`config.mk`:
```
export PLATFORM = sky130hd
export DESIGN_NAME = stable_bounded_priority_queue
export DESIGN_NICKNAME = d
export VERILOG_FILES = /design/src/rtl/core/sbpq_pkg.sv /design/src/rtl/core/stable_bounded_priority_queue.sv /design/src/rtl/core/sbpq_ctrl.sv /design/src/rtl/core/sbpq_dp.sv
export SDC_FILE = /design/constraint.sdc
export NUM_CORES = 2
export LEC_CHECK = 0
export ABC_AREA = 1
export CORE_ASPECT_RATIO = 1.75
export CORE_MARGIN = 2
export CORE_UTILIZATION = 29
export CTS_BUF_LIST = sky130_fd_sc_hd__clkbuf_4 sky130_fd_sc_hd__clkbuf_8 sky130_fd_sc_hd__clkbuf_16
export DETAILED_ROUTE_END_ITERATION = 8
export DONT_BUFFER_PORTS = 1
export MAX_ROUTING_LAYER = met4
export PLACE_DENSITY = 0.54
export SLEW_MARGIN = 10
export SYNTH_ARGS = -nofsm -noshare
export SYNTH_HDL_FRONTEND = slang
export SYNTH_SLANG_ARGS = --single-unit
```
`constraint.sdc`:
```
create_clock -name clk -period 15.4 [get_ports clk]
set_input_delay 0.77 -clock clk [delete_from_list [all_inputs] [get_ports clk]]
set_output_delay 0.77 -clock clk [all_outputs]
set_load 0.01 [all_outputs]
```
`src/rtl/core/sbpq_pkg.sv`:
```
// Shared types and constants for the stable bounded priority queue.
// Used by the controller, the datapath and the top level; depends on nothing.
`timescale 1ns / 1ps
`default_nettype none
package sbpq_pkg;
	localparam int MAX_ENTRIES = 16;
	localparam int CNT_W = $clog2(MAX_ENTRIES + 1);
	localparam int CAP_W = 5;
	localparam int LIM_W = (CNT_W > CAP_W) ? CNT_W : CAP_W;
	localparam int DATA_W = 32;
	localparam int COUNT_OUT_W = 5;

	typedef logic [CNT_W-1:0] cnt_t;
	typedef logic [LIM_W-1:0] lim_t;
	typedef logic [CAP_W-1:0] cap_t;

	localparam cap_t CAP_RESET = cap_t'(16);

	typedef enum logic {
		KIND_ENQ = 1'b0,
		KIND_DEQ = 1'b1
	} kind_t;

	typedef enum logic [1:0] {
		ST_DONE = 2'd0,
		ST_REJ_FULL = 2'd1,
		ST_REJ_EMPTY = 2'd2
	} status_t;

	// Commands from the controller to the datapath.
	typedef struct packed {
		logic enq;
		logic deq;
		logic load_result;
		logic cap_write;
	} cmd_t;

	// Status from the datapath back to the controller.
	typedef struct packed {
		logic full;
		logic empty;
	} dp_status_t;
endpackage
`default_nettype wire

```
`src/rtl/core/stable_bounded_priority_queue.sv`:
```
// Top level of the stable bounded priority queue.
// Joins sbpq_ctrl and sbpq_dp; depends on sbpq_pkg.
`timescale 1ns / 1ps
`default_nettype none
// Bounded priority queue of (value, priority) pairs, highest priority at the
// head and equal priorities served in arrival order. For each request (kind 0
// enqueue, kind 1 dequeue) all sixteen slot cells compare their priority with
// the new one in parallel and shift in the same cycle, and one result with the
// head entry, count, flags and status is registered for the next cycle. A new
// request is taken in every cycle in which the result register is empty or its
// result is being taken, so the block sustains one request per cycle. There is
// no clearing pass after reset. The capacity register is written through the
// cfg channel, by the user only while idle; the block does not enforce this.
module stable_bounded_priority_queue (
	input  wire logic        clk,
	input  wire logic        arst_n,
	input  wire logic        in_valid,
	output logic             in_ready,
	input  wire logic        kind,
	input  wire logic signed [31:0] value,
	input  wire logic signed [31:0] priority_req,
	output logic             out_valid,
	input  wire logic        out_ready,
	output logic signed [31:0] head_value,
	output logic signed [31:0] head_priority,
	output logic [4:0]       entry_count,
	output logic             is_empty,
	output logic             is_full,
	output logic [1:0]       status,
	input  wire logic        cfg_valid,
	output logic             cfg_ready,
	input  wire logic [4:0]  cfg_data
);
	sbpq_pkg::cmd_t cmd;
	sbpq_pkg::dp_status_t dp_st;

	sbpq_ctrl u_ctrl (
		.clk       (clk),
		.arst_n    (arst_n),
		.in_valid  (in_valid),
		.in_ready  (in_ready),
		.kind      (kind),
		.out_valid (out_valid),
		.out_ready (out_ready),
		.cfg_valid (cfg_valid),
		.cfg_ready (cfg_ready),
		.dp_st     (dp_st),
		.cmd       (cmd),
		.status    (status)
	);

	sbpq_dp u_dp (
		.clk           (clk),
		.arst_n        (arst_n),
		.cmd           (cmd),
		.cfg_data      (cfg_data),
		.value         (value),
		.priority_req  (priority_req),
		.dp_st         (dp_st),
		.head_value    (head_value),
		.head_priority (head_priority),
		.entry_count   (entry_count),
		.is_empty      (is_empty),
		.is_full       (is_full)
	);
endmodule
`default_nettype wire

```
`src/rtl/core/sbpq_ctrl.sv`:
```
// Controller for the stable bounded priority queue: handshakes, operation
// decode and status code. Depends on sbpq_pkg.
`timescale 1ns / 1ps
`default_nettype none
module sbpq_ctrl (
	input  wire logic                clk,
	input  wire logic                arst_n,
	input  wire logic                in_valid,
	output logic                     in_ready,
	input  wire logic                kind,
	output logic                     out_valid,
	input  wire logic                out_ready,
	input  wire logic                cfg_valid,
	output logic                     cfg_ready,
	input  wire sbpq_pkg::dp_status_t dp_st,
	output sbpq_pkg::cmd_t           cmd,
	output logic [1:0]               status
);
	typedef enum logic {
		S_IDLE,
		S_HOLD
	} state_t;

	state_t state_q;
	sbpq_pkg::status_t status_q;
	sbpq_pkg::status_t status_next;
	logic accept;

	assign in_ready = (state_q == S_IDLE) || out_ready;
	assign accept = in_valid && in_ready;
	assign out_valid = (state_q == S_HOLD);
	assign cfg_ready = 1'b1;
	assign status = status_q;

	always_comb begin
		cmd.enq = 1'b0;
		cmd.deq = 1'b0;
		cmd.load_result = accept;
		cmd.cap_write = cfg_valid;
		status_next = sbpq_pkg::ST_DONE;
		if (kind == sbpq_pkg::KIND_ENQ) begin
			if (dp_st.full) begin
				status_next = sbpq_pkg::ST_REJ_FULL;
			end else begin
				cmd.enq = accept;
			end
		end else begin
			if (dp_st.empty) begin
				status_next = sbpq_pkg::ST_REJ_EMPTY;
			end else begin
				cmd.deq = accept;
			end
		end
	end

	always_ff @(posedge clk or negedge arst_n) begin
		if (!arst_n) begin
			state_q <= S_IDLE;
			status_q <= sbpq_pkg::ST_DONE;
		end else begin
			unique case (state_q)
				S_IDLE: begin
					if (accept) begin
						state_q <= S_HOLD;
					end
				end
				S_HOLD: begin
					if (out_ready && !accept) begin
						state_q <= S_IDLE;
					end
				end
				default: state_q <= S_IDLE;
			endcase
			if (accept) begin
				status_q <= status_next;
			end
		end
	end

	a_no_overwrite: assert property (@(posedge clk) disable iff (!arst_n)
		(out_valid && !out_ready) |-> !in_ready)
		else $error("request accepted while a result is stalled");
	a_single_op: assert property (@(posedge clk) disable iff (!arst_n)
		!(cmd.enq && cmd.deq))
		else $error("enqueue and dequeue issued together");
	a_reject_full: assert property (@(posedge clk) disable iff (!arst_n)
		(accept && kind == sbpq_pkg::KIND_ENQ && dp_st.full) |=>
		(status_q == sbpq_pkg::ST_REJ_FULL && out_valid))
		else $error("enqueue into a full queue not rejected");
endmodule
`default_nettype wire

```
`src/rtl/core/sbpq_dp.sv`:
```
// Datapath for the stable bounded priority queue: a row of sorted slot cells,
// the count and capacity registers and the result registers. Depends on sbpq_pkg.
`timescale 1ns / 1ps
`default_nettype none
module sbpq_dp (
	input  wire logic                          clk,
	input  wire logic                          arst_n,
	input  wire sbpq_pkg::cmd_t                cmd,
	input  wire logic [sbpq_pkg::CAP_W-1:0]    cfg_data,
	input  wire logic signed [sbpq_pkg::DATA_W-1:0] value,
	input  wire logic signed [sbpq_pkg::DATA_W-1:0] priority_req,
	output sbpq_pkg::dp_status_t               dp_st,
	output logic signed [sbpq_pkg::DATA_W-1:0] head_value,
	output logic signed [sbpq_pkg::DATA_W-1:0] head_priority,
	output logic [sbpq_pkg::COUNT_OUT_W-1:0]   entry_count,
	output logic                               is_empty,
	output logic                               is_full
);
	logic signed [sbpq_pkg::DATA_W-1:0] val_q [sbpq_pkg::MAX_ENTRIES];
	logic signed [sbpq_pkg::DATA_W-1:0] pri_q [sbpq_pkg::MAX_ENTRIES];
	logic signed [sbpq_pkg::DATA_W-1:0] val_next [sbpq_pkg::MAX_ENTRIES];
	logic signed [sbpq_pkg::DATA_W-1:0] pri_next [sbpq_pkg::MAX_ENTRIES];
	logic [sbpq_pkg::MAX_ENTRIES-1:0] stay;
	sbpq_pkg::cnt_t count_q;
	sbpq_pkg::cnt_t count_next;
	sbpq_pkg::cap_t capacity_q;
	sbpq_pkg::lim_t cap_ext;
	sbpq_pkg::lim_t limit;
	logic signed [sbpq_pkg::DATA_W-1:0] head_value_q;
	logic signed [sbpq_pkg::DATA_W-1:0] head_priority_q;
	sbpq_pkg::cnt_t entry_count_q;
	logic is_empty_q;
	logic is_full_q;

	assign cap_ext = sbpq_pkg::lim_t'(capacity_q);
	assign limit = (cap_ext > sbpq_pkg::lim_t'(sbpq_pkg::MAX_ENTRIES)) ?
		sbpq_pkg::lim_t'(sbpq_pkg::MAX_ENTRIES) : cap_ext;
	assign dp_st.full = sbpq_pkg::lim_t'(count_q) >= limit;
	assign dp_st.empty = (count_q == '0);

	// Each occupied cell whose priority is at least the new one keeps its
	// entry; since the row is sorted these cells form a prefix.
	always_comb begin
		for (int i = 0; i < sbpq_pkg::MAX_ENTRIES; i++) begin
			stay[i] = (sbpq_pkg::cnt_t'(i) < count_q) && (pri_q[i] >= priority_req);
		end
	end

	always_comb begin
		for (int i = 0; i < sbpq_pkg::MAX_ENTRIES; i++) begin
			val_next[i] = val_q[i];
			pri_next[i] = pri_q[i];
			if (cmd.enq && !stay[i]) begin
				if (i == 0) begin
					val_next[i] = value;
					pri_next[i] = priority_req;
				end else if (stay[(i == 0) ? 0 : i - 1]) begin
					val_next[i] = value;
					pri_next[i] = priority_req;
				end else begin
					val_next[i] = val_q[(i == 0) ? 0 : i - 1];
					pri_next[i] = pri_q[(i == 0) ? 0 : i - 1];
				end
			end else if (cmd.deq && (i < sbpq_pkg::MAX_ENTRIES - 1)) begin
				val_next[i] = val_q[(i < sbpq_pkg::MAX_ENTRIES - 1) ? i + 1 : i];
				pri_next[i] = pri_q[(i < sbpq_pkg::MAX_ENTRIES - 1) ? i + 1 : i];
			end
		end
	end

	always_comb begin
		count_next = count_q;
		if (cmd.enq) begin
			count_next = count_q + 1'b1;
		end else if (cmd.deq) begin
			count_next = count_q - 1'b1;
		end
	end

	always_ff @(posedge clk) begin
		for (int i = 0; i < sbpq_pkg::MAX_ENTRIES; i++) begin
			val_q[i] <= val_next[i];
			pri_q[i] <= pri_next[i];
		end
		if (cmd.load_result) begin
			head_value_q <= (count_next == '0) ? '0 : val_next[0];
			head_priority_q <= (count_next == '0) ? '0 : pri_next[0];
			entry_count_q <= count_next;
			is_empty_q <= (count_next == '0);
			is_full_q <= sbpq_pkg::lim_t'(count_next) >= limit;
		end
	end

	always_ff @(posedge clk or negedge arst_n) begin
		if (!arst_n) begin
			count_q <= '0;
			capacity_q <= sbpq_pkg::CAP_RESET;
		end else begin
			count_q <= count_next;
			if (cmd.cap_write) begin
				capacity_q <= cfg_data;
			end
		end
	end

	assign head_value = head_value_q;
	assign head_priority = head_priority_q;
	assign entry_count = sbpq_pkg::COUNT_OUT_W'(entry_count_q);
	assign is_empty = is_empty_q;
	assign is_full = is_full_q;

	a_count_bound: assert property (@(posedge clk) disable iff (!arst_n)
		count_q <= sbpq_pkg::cnt_t'(sbpq_pkg::MAX_ENTRIES))
		else $error("entry count beyond storage");
	a_enq_grows: assert property (@(posedge clk) disable iff (!arst_n)
		cmd.enq |=> count_q == $past(count_q) + 1'b1)
		else $error("enqueue did not add an entry");
	a_enq_not_full: assert property (@(posedge clk) disable iff (!arst_n)
		cmd.enq |-> !dp_st.full)
		else $error("enqueue into a full queue");
	a_deq_not_empty: assert property (@(posedge clk) disable iff (!arst_n)
		cmd.deq |-> (count_q != '0))
		else $error("dequeue from an empty queue");
endmodule
`default_nettype wire

```
==> metrics.cfg <==
[outcome]
status=finished clean

[cells_and_area]
nNetsFinal=9979
layout-area-overhead-vs-synth_pct=10.2
final_cell_area_sq_um=80000
utilization_pct=32.1
fillerInstances=26500
share_of_cells_above_drive_strength_1_pct=5.13
final_cell_count_no_fill=12800

[clock_network]
tritoncts=done
clockRootBuffer=clkbuf_16
holdBufCountCts=1
cts_setup_buffers=0
clock_insertion_delay_worst_skew_ns=0.84
cts.repair.resized=0
tritoncts_buffers=141
clock_sinks=1108
clk_transition_reported_paths_ns=0.06
htree_num_levels=4
cts_max_path_buffers=4

[pwr]
power_leakage_nw=38.5
total_switching_power_mw=7.13
int_power_mw=7.68
vdd.ir_drop.worst_mv=0.235
share_comb_of_total_power_pct=44.9
power.sequential.fraction_pct=32.6
netSwitchingFraction_pct=48.2
powerDensity_nw_per_um2=185
power.total_mw=14.8
share_clk_of_total_power_pct=22.4

[worst_setup_path]
arrival_ns=7.22
critical_path.slowest_cell=a21oi_1
cpLargestDelayFamily=buffers and inverters
cp.required_ns=15.95
number_of_buffer_and_inverter_stages_on_the_critical_path=4
setup.worst_path.end_class=flip-flop
critical_path_cell_by_cell=ha_1 > a21oi_1 > o21a_1 > nand2_1 > a21oi_1 > nand3_1 > nand3_4 > nand2_2 > nand2_2 > buf_4 > buf_4 > inv_2 > buf_4 > nand2_1 > nand2_1
setup.worst_path.start_class=flip-flop
setup.worst_path.class=flip-flop to flip-flop
timing.critical_path.fanout_max=40
cp_slowest_stage_delay_ns=0.77

[min_path]
hold_class=primary input to flip-flop

[drt]
postRouteAntennaNets=0
first_iter_violations=8505
via_count=70200
drt-total-wl_um=360000
drc=0
wire_per_inst_um=28.2
via_density_per_instance=5.49
first_pass_iteration_count_of_the_detailed_router=6

[timing]
slew_violations=0
final_period_minus_worst_setup_slack_ns=6.67
report.final.hold_viol_count=0
setup_repair_after_global_routing_missed_its_margin=false
layout_worst_path_cycle_share_pct=43.3
clock.fmax_mhz=150
worst-slew-pin-transition_ns=1.38
timing.slew.headroom_pct=7.73
report.final.setup_viol=0
skew_ns=0.0723
totalNegativeSetupSlack_ns=0
post-route-worst-setup-slack_ns=8.73
worst_hold_slack_ns=0.0758

[global_route]
gr-usage-all-layers_pct=28.2
global_route.overflow_total=0
grt_first_pass_wirelength_um=504000
maximum_number_of_pins_on_one_net_before_global_route_repair=97
antenna_found_initial=10
grt_pass1_vias=68700

[synth]
yosys_warnings=0
synth.yosys.seq_area_share_pct=44.9
synthArstFlopShare_pct=1.17
post_synthesis_cell_type_count=49
ys_top_cells_by_area=edfxtp_1 (43%), nand2_1 (25%), ha_1 (9.0%)
yosys.area.top_type=edfxtp_1
synth_largest_type_area_fraction_pct=42.6
synth_most_common_cell=nand2_1
combined_area_of_all_synthesized_cells_sq_um=72600
synth_fp_nets=10300
postSynthRegisterBits=1108
avgSynthCellArea_sq_um=7.50
dominantRegCellSynth=edfxtp_1
cell_count_after_synthesis=9685
synth.cells.most_frequent=nand2_1 (4922), nand3_1 (1188), edfxtp_1 (1031)
synth-edff-count=1031

[floorplan]
fp.dieW_um=382
effective_utilization_at_floorplan_pct=29.1
design.portCount=151
floorplan.rows=243
dieArea_sq_um=255000
fp.coreArea_sq_um=250000
die-height_um=666

[placed_design]
detailedPlacementHpwl_um=234000
postPlaceCellArea_sq_um=75600
detailedPlace.worstSlack_ns=8.35
portBuffers=0
finalWeightedCongestion=1.03
number_of_cells_after_detailed_placement=12500

[job]
max_cap_violations=0

## routing by layer
| layer | GRT usage (%) | share of wire [%] | vias to the layer above |
|---|---|---|---|
| li1 | - | - | 31000 |
| met3 | 5.62 | 8.9 | 1275 |
| met1 | 31.1 | 36 | 33800 |
| met4 | 19.0 | 8.1 | 0 |
| met2 | 45.8 | 47 | 4131 |
| met5 | - | 0 | - |
## layout make-up
| class | instances | area [sq um] | share of cell area [%] |
|---|---|---|---|
| antenna | 12 | 30.0 | 0.0375 |
| inverter | 530 | 2000 | 2.50 |
| tap | 3307 | 4140 | 5.17 |
| clock inverter | 72 | 587 | 0.733 |
| timing repair buffer | 155 | 1190 | 1.49 |
| clock buffer | 167 | 3740 | 4.67 |
| sequential | 1108 | 32600 | 40.7 |
| multi-input combinational | 7443 | 35800 | 44.7 |
## sequential cells by signal (all words and copies together), names as in the netlist, 2 cells and up
| name | flops |
|---|---|
| u_dp.cap_ext | 5 |
| u_dp.count_q | 5 |
| u_dp.val_q | 512 |
| u_dp.pri_q | 512 |
| u_ctrl.status | 2 |
| u_dp.entry_count | 5 |
| u_dp.head_value | 32 |
| u_dp.head_priority | 32 |
## layout by cell type (no fill, tap or decap), types with 4 or more instances in the layout
| master | n |
|---|---|
| nand4_1 | 50 |
| clkbuf_4 | 24 |
| edfxtp_1 | 1031 |
| o21ai_0 | 190 |
| nor3_1 | 4 |
| clkinv_2 | 24 |
| nand2_2 | 23 |
| nand2_4 | 26 |
| nand2_1 | 4876 |
| diode_2 | 12 |
| nor4_1 | 5 |
| o21a_1 | 42 |
| buf_4 | 151 |
| inv_1 | 512 |
| inv_2 | 14 |
| dfxtp_1 | 64 |
| inv_6 | 4 |
| bufinv_16 | 7 |
| nor3b_2 | 4 |
| clkbuf_16 | 141 |
| a21oi_4 | 9 |
| a21o_1 | 8 |
| nand3_1 | 1174 |
| clkinv_4 | 4 |
| nor2_1 | 193 |
| nor4_2 | 5 |
| o21bai_1 | 5 |
| clkinv_1 | 23 |
| dfrtp_1 | 12 |
| ha_1 | 525 |
| nand3_4 | 15 |
| clkinvlp_4 | 8 |
| a21oi_1 | 253 |
## power groups by stage
stage | registers, mW | logic (mW) | clock network (mW)
2_1_floorplan | 4.62 | 3.93 | 0
3_3_place_gp | 4.86 | 6.39 | 0
3_5_place_dp | 4.86 | 6.42 | 0
4_1_cts | 4.81 | 6.45 | 3.36
5_1_grt | 4.87 | 7.07 | 3.46
6_report | 4.83 | 6.65 | 3.32
## logic make-up after synthesis
logic type      after synthesis  share of synthesized area, %
buf+inv                    1134                          6.66
other cells                   1                       0.00517
fa+ha+maj                   525                          9.05
simple gates               6386                          35.4
xor+xnor                      4                        0.0586
flops                      1108                          44.9
mux                           3                        0.0465
compound gates              524                          3.90
## final timing paths
check                                                   from                           end  slack (ns)  cells after the start
worst max-delay path            u_dp.pri_q[0][127]$_DFFE_PP_  u_dp.val_q[0][102]$_DFFE_PP_        8.73                     15
worst min-delay path                               cfg_valid   u_dp.cap_ext[4]$_DFFE_PN1P_        0.08                      1
worst max register to register  u_dp.pri_q[0][127]$_DFFE_PP_  u_dp.val_q[0][102]$_DFFE_PP_        8.73                     15
worst min register to register    u_dp.val_q[1][8]$_DFFE_PP_  u_dp.val_q[0][104]$_DFFE_PP_        0.50                      2
max in group asynchronous                             arst_n   u_dp.cap_ext[2]$_DFFE_PN0P_       14.55                      1
min in group asynchronous                             arst_n     u_dp.count_q[2]$_DFF_PN0_        0.40                      1
Power figures use the tool's default switching activity.
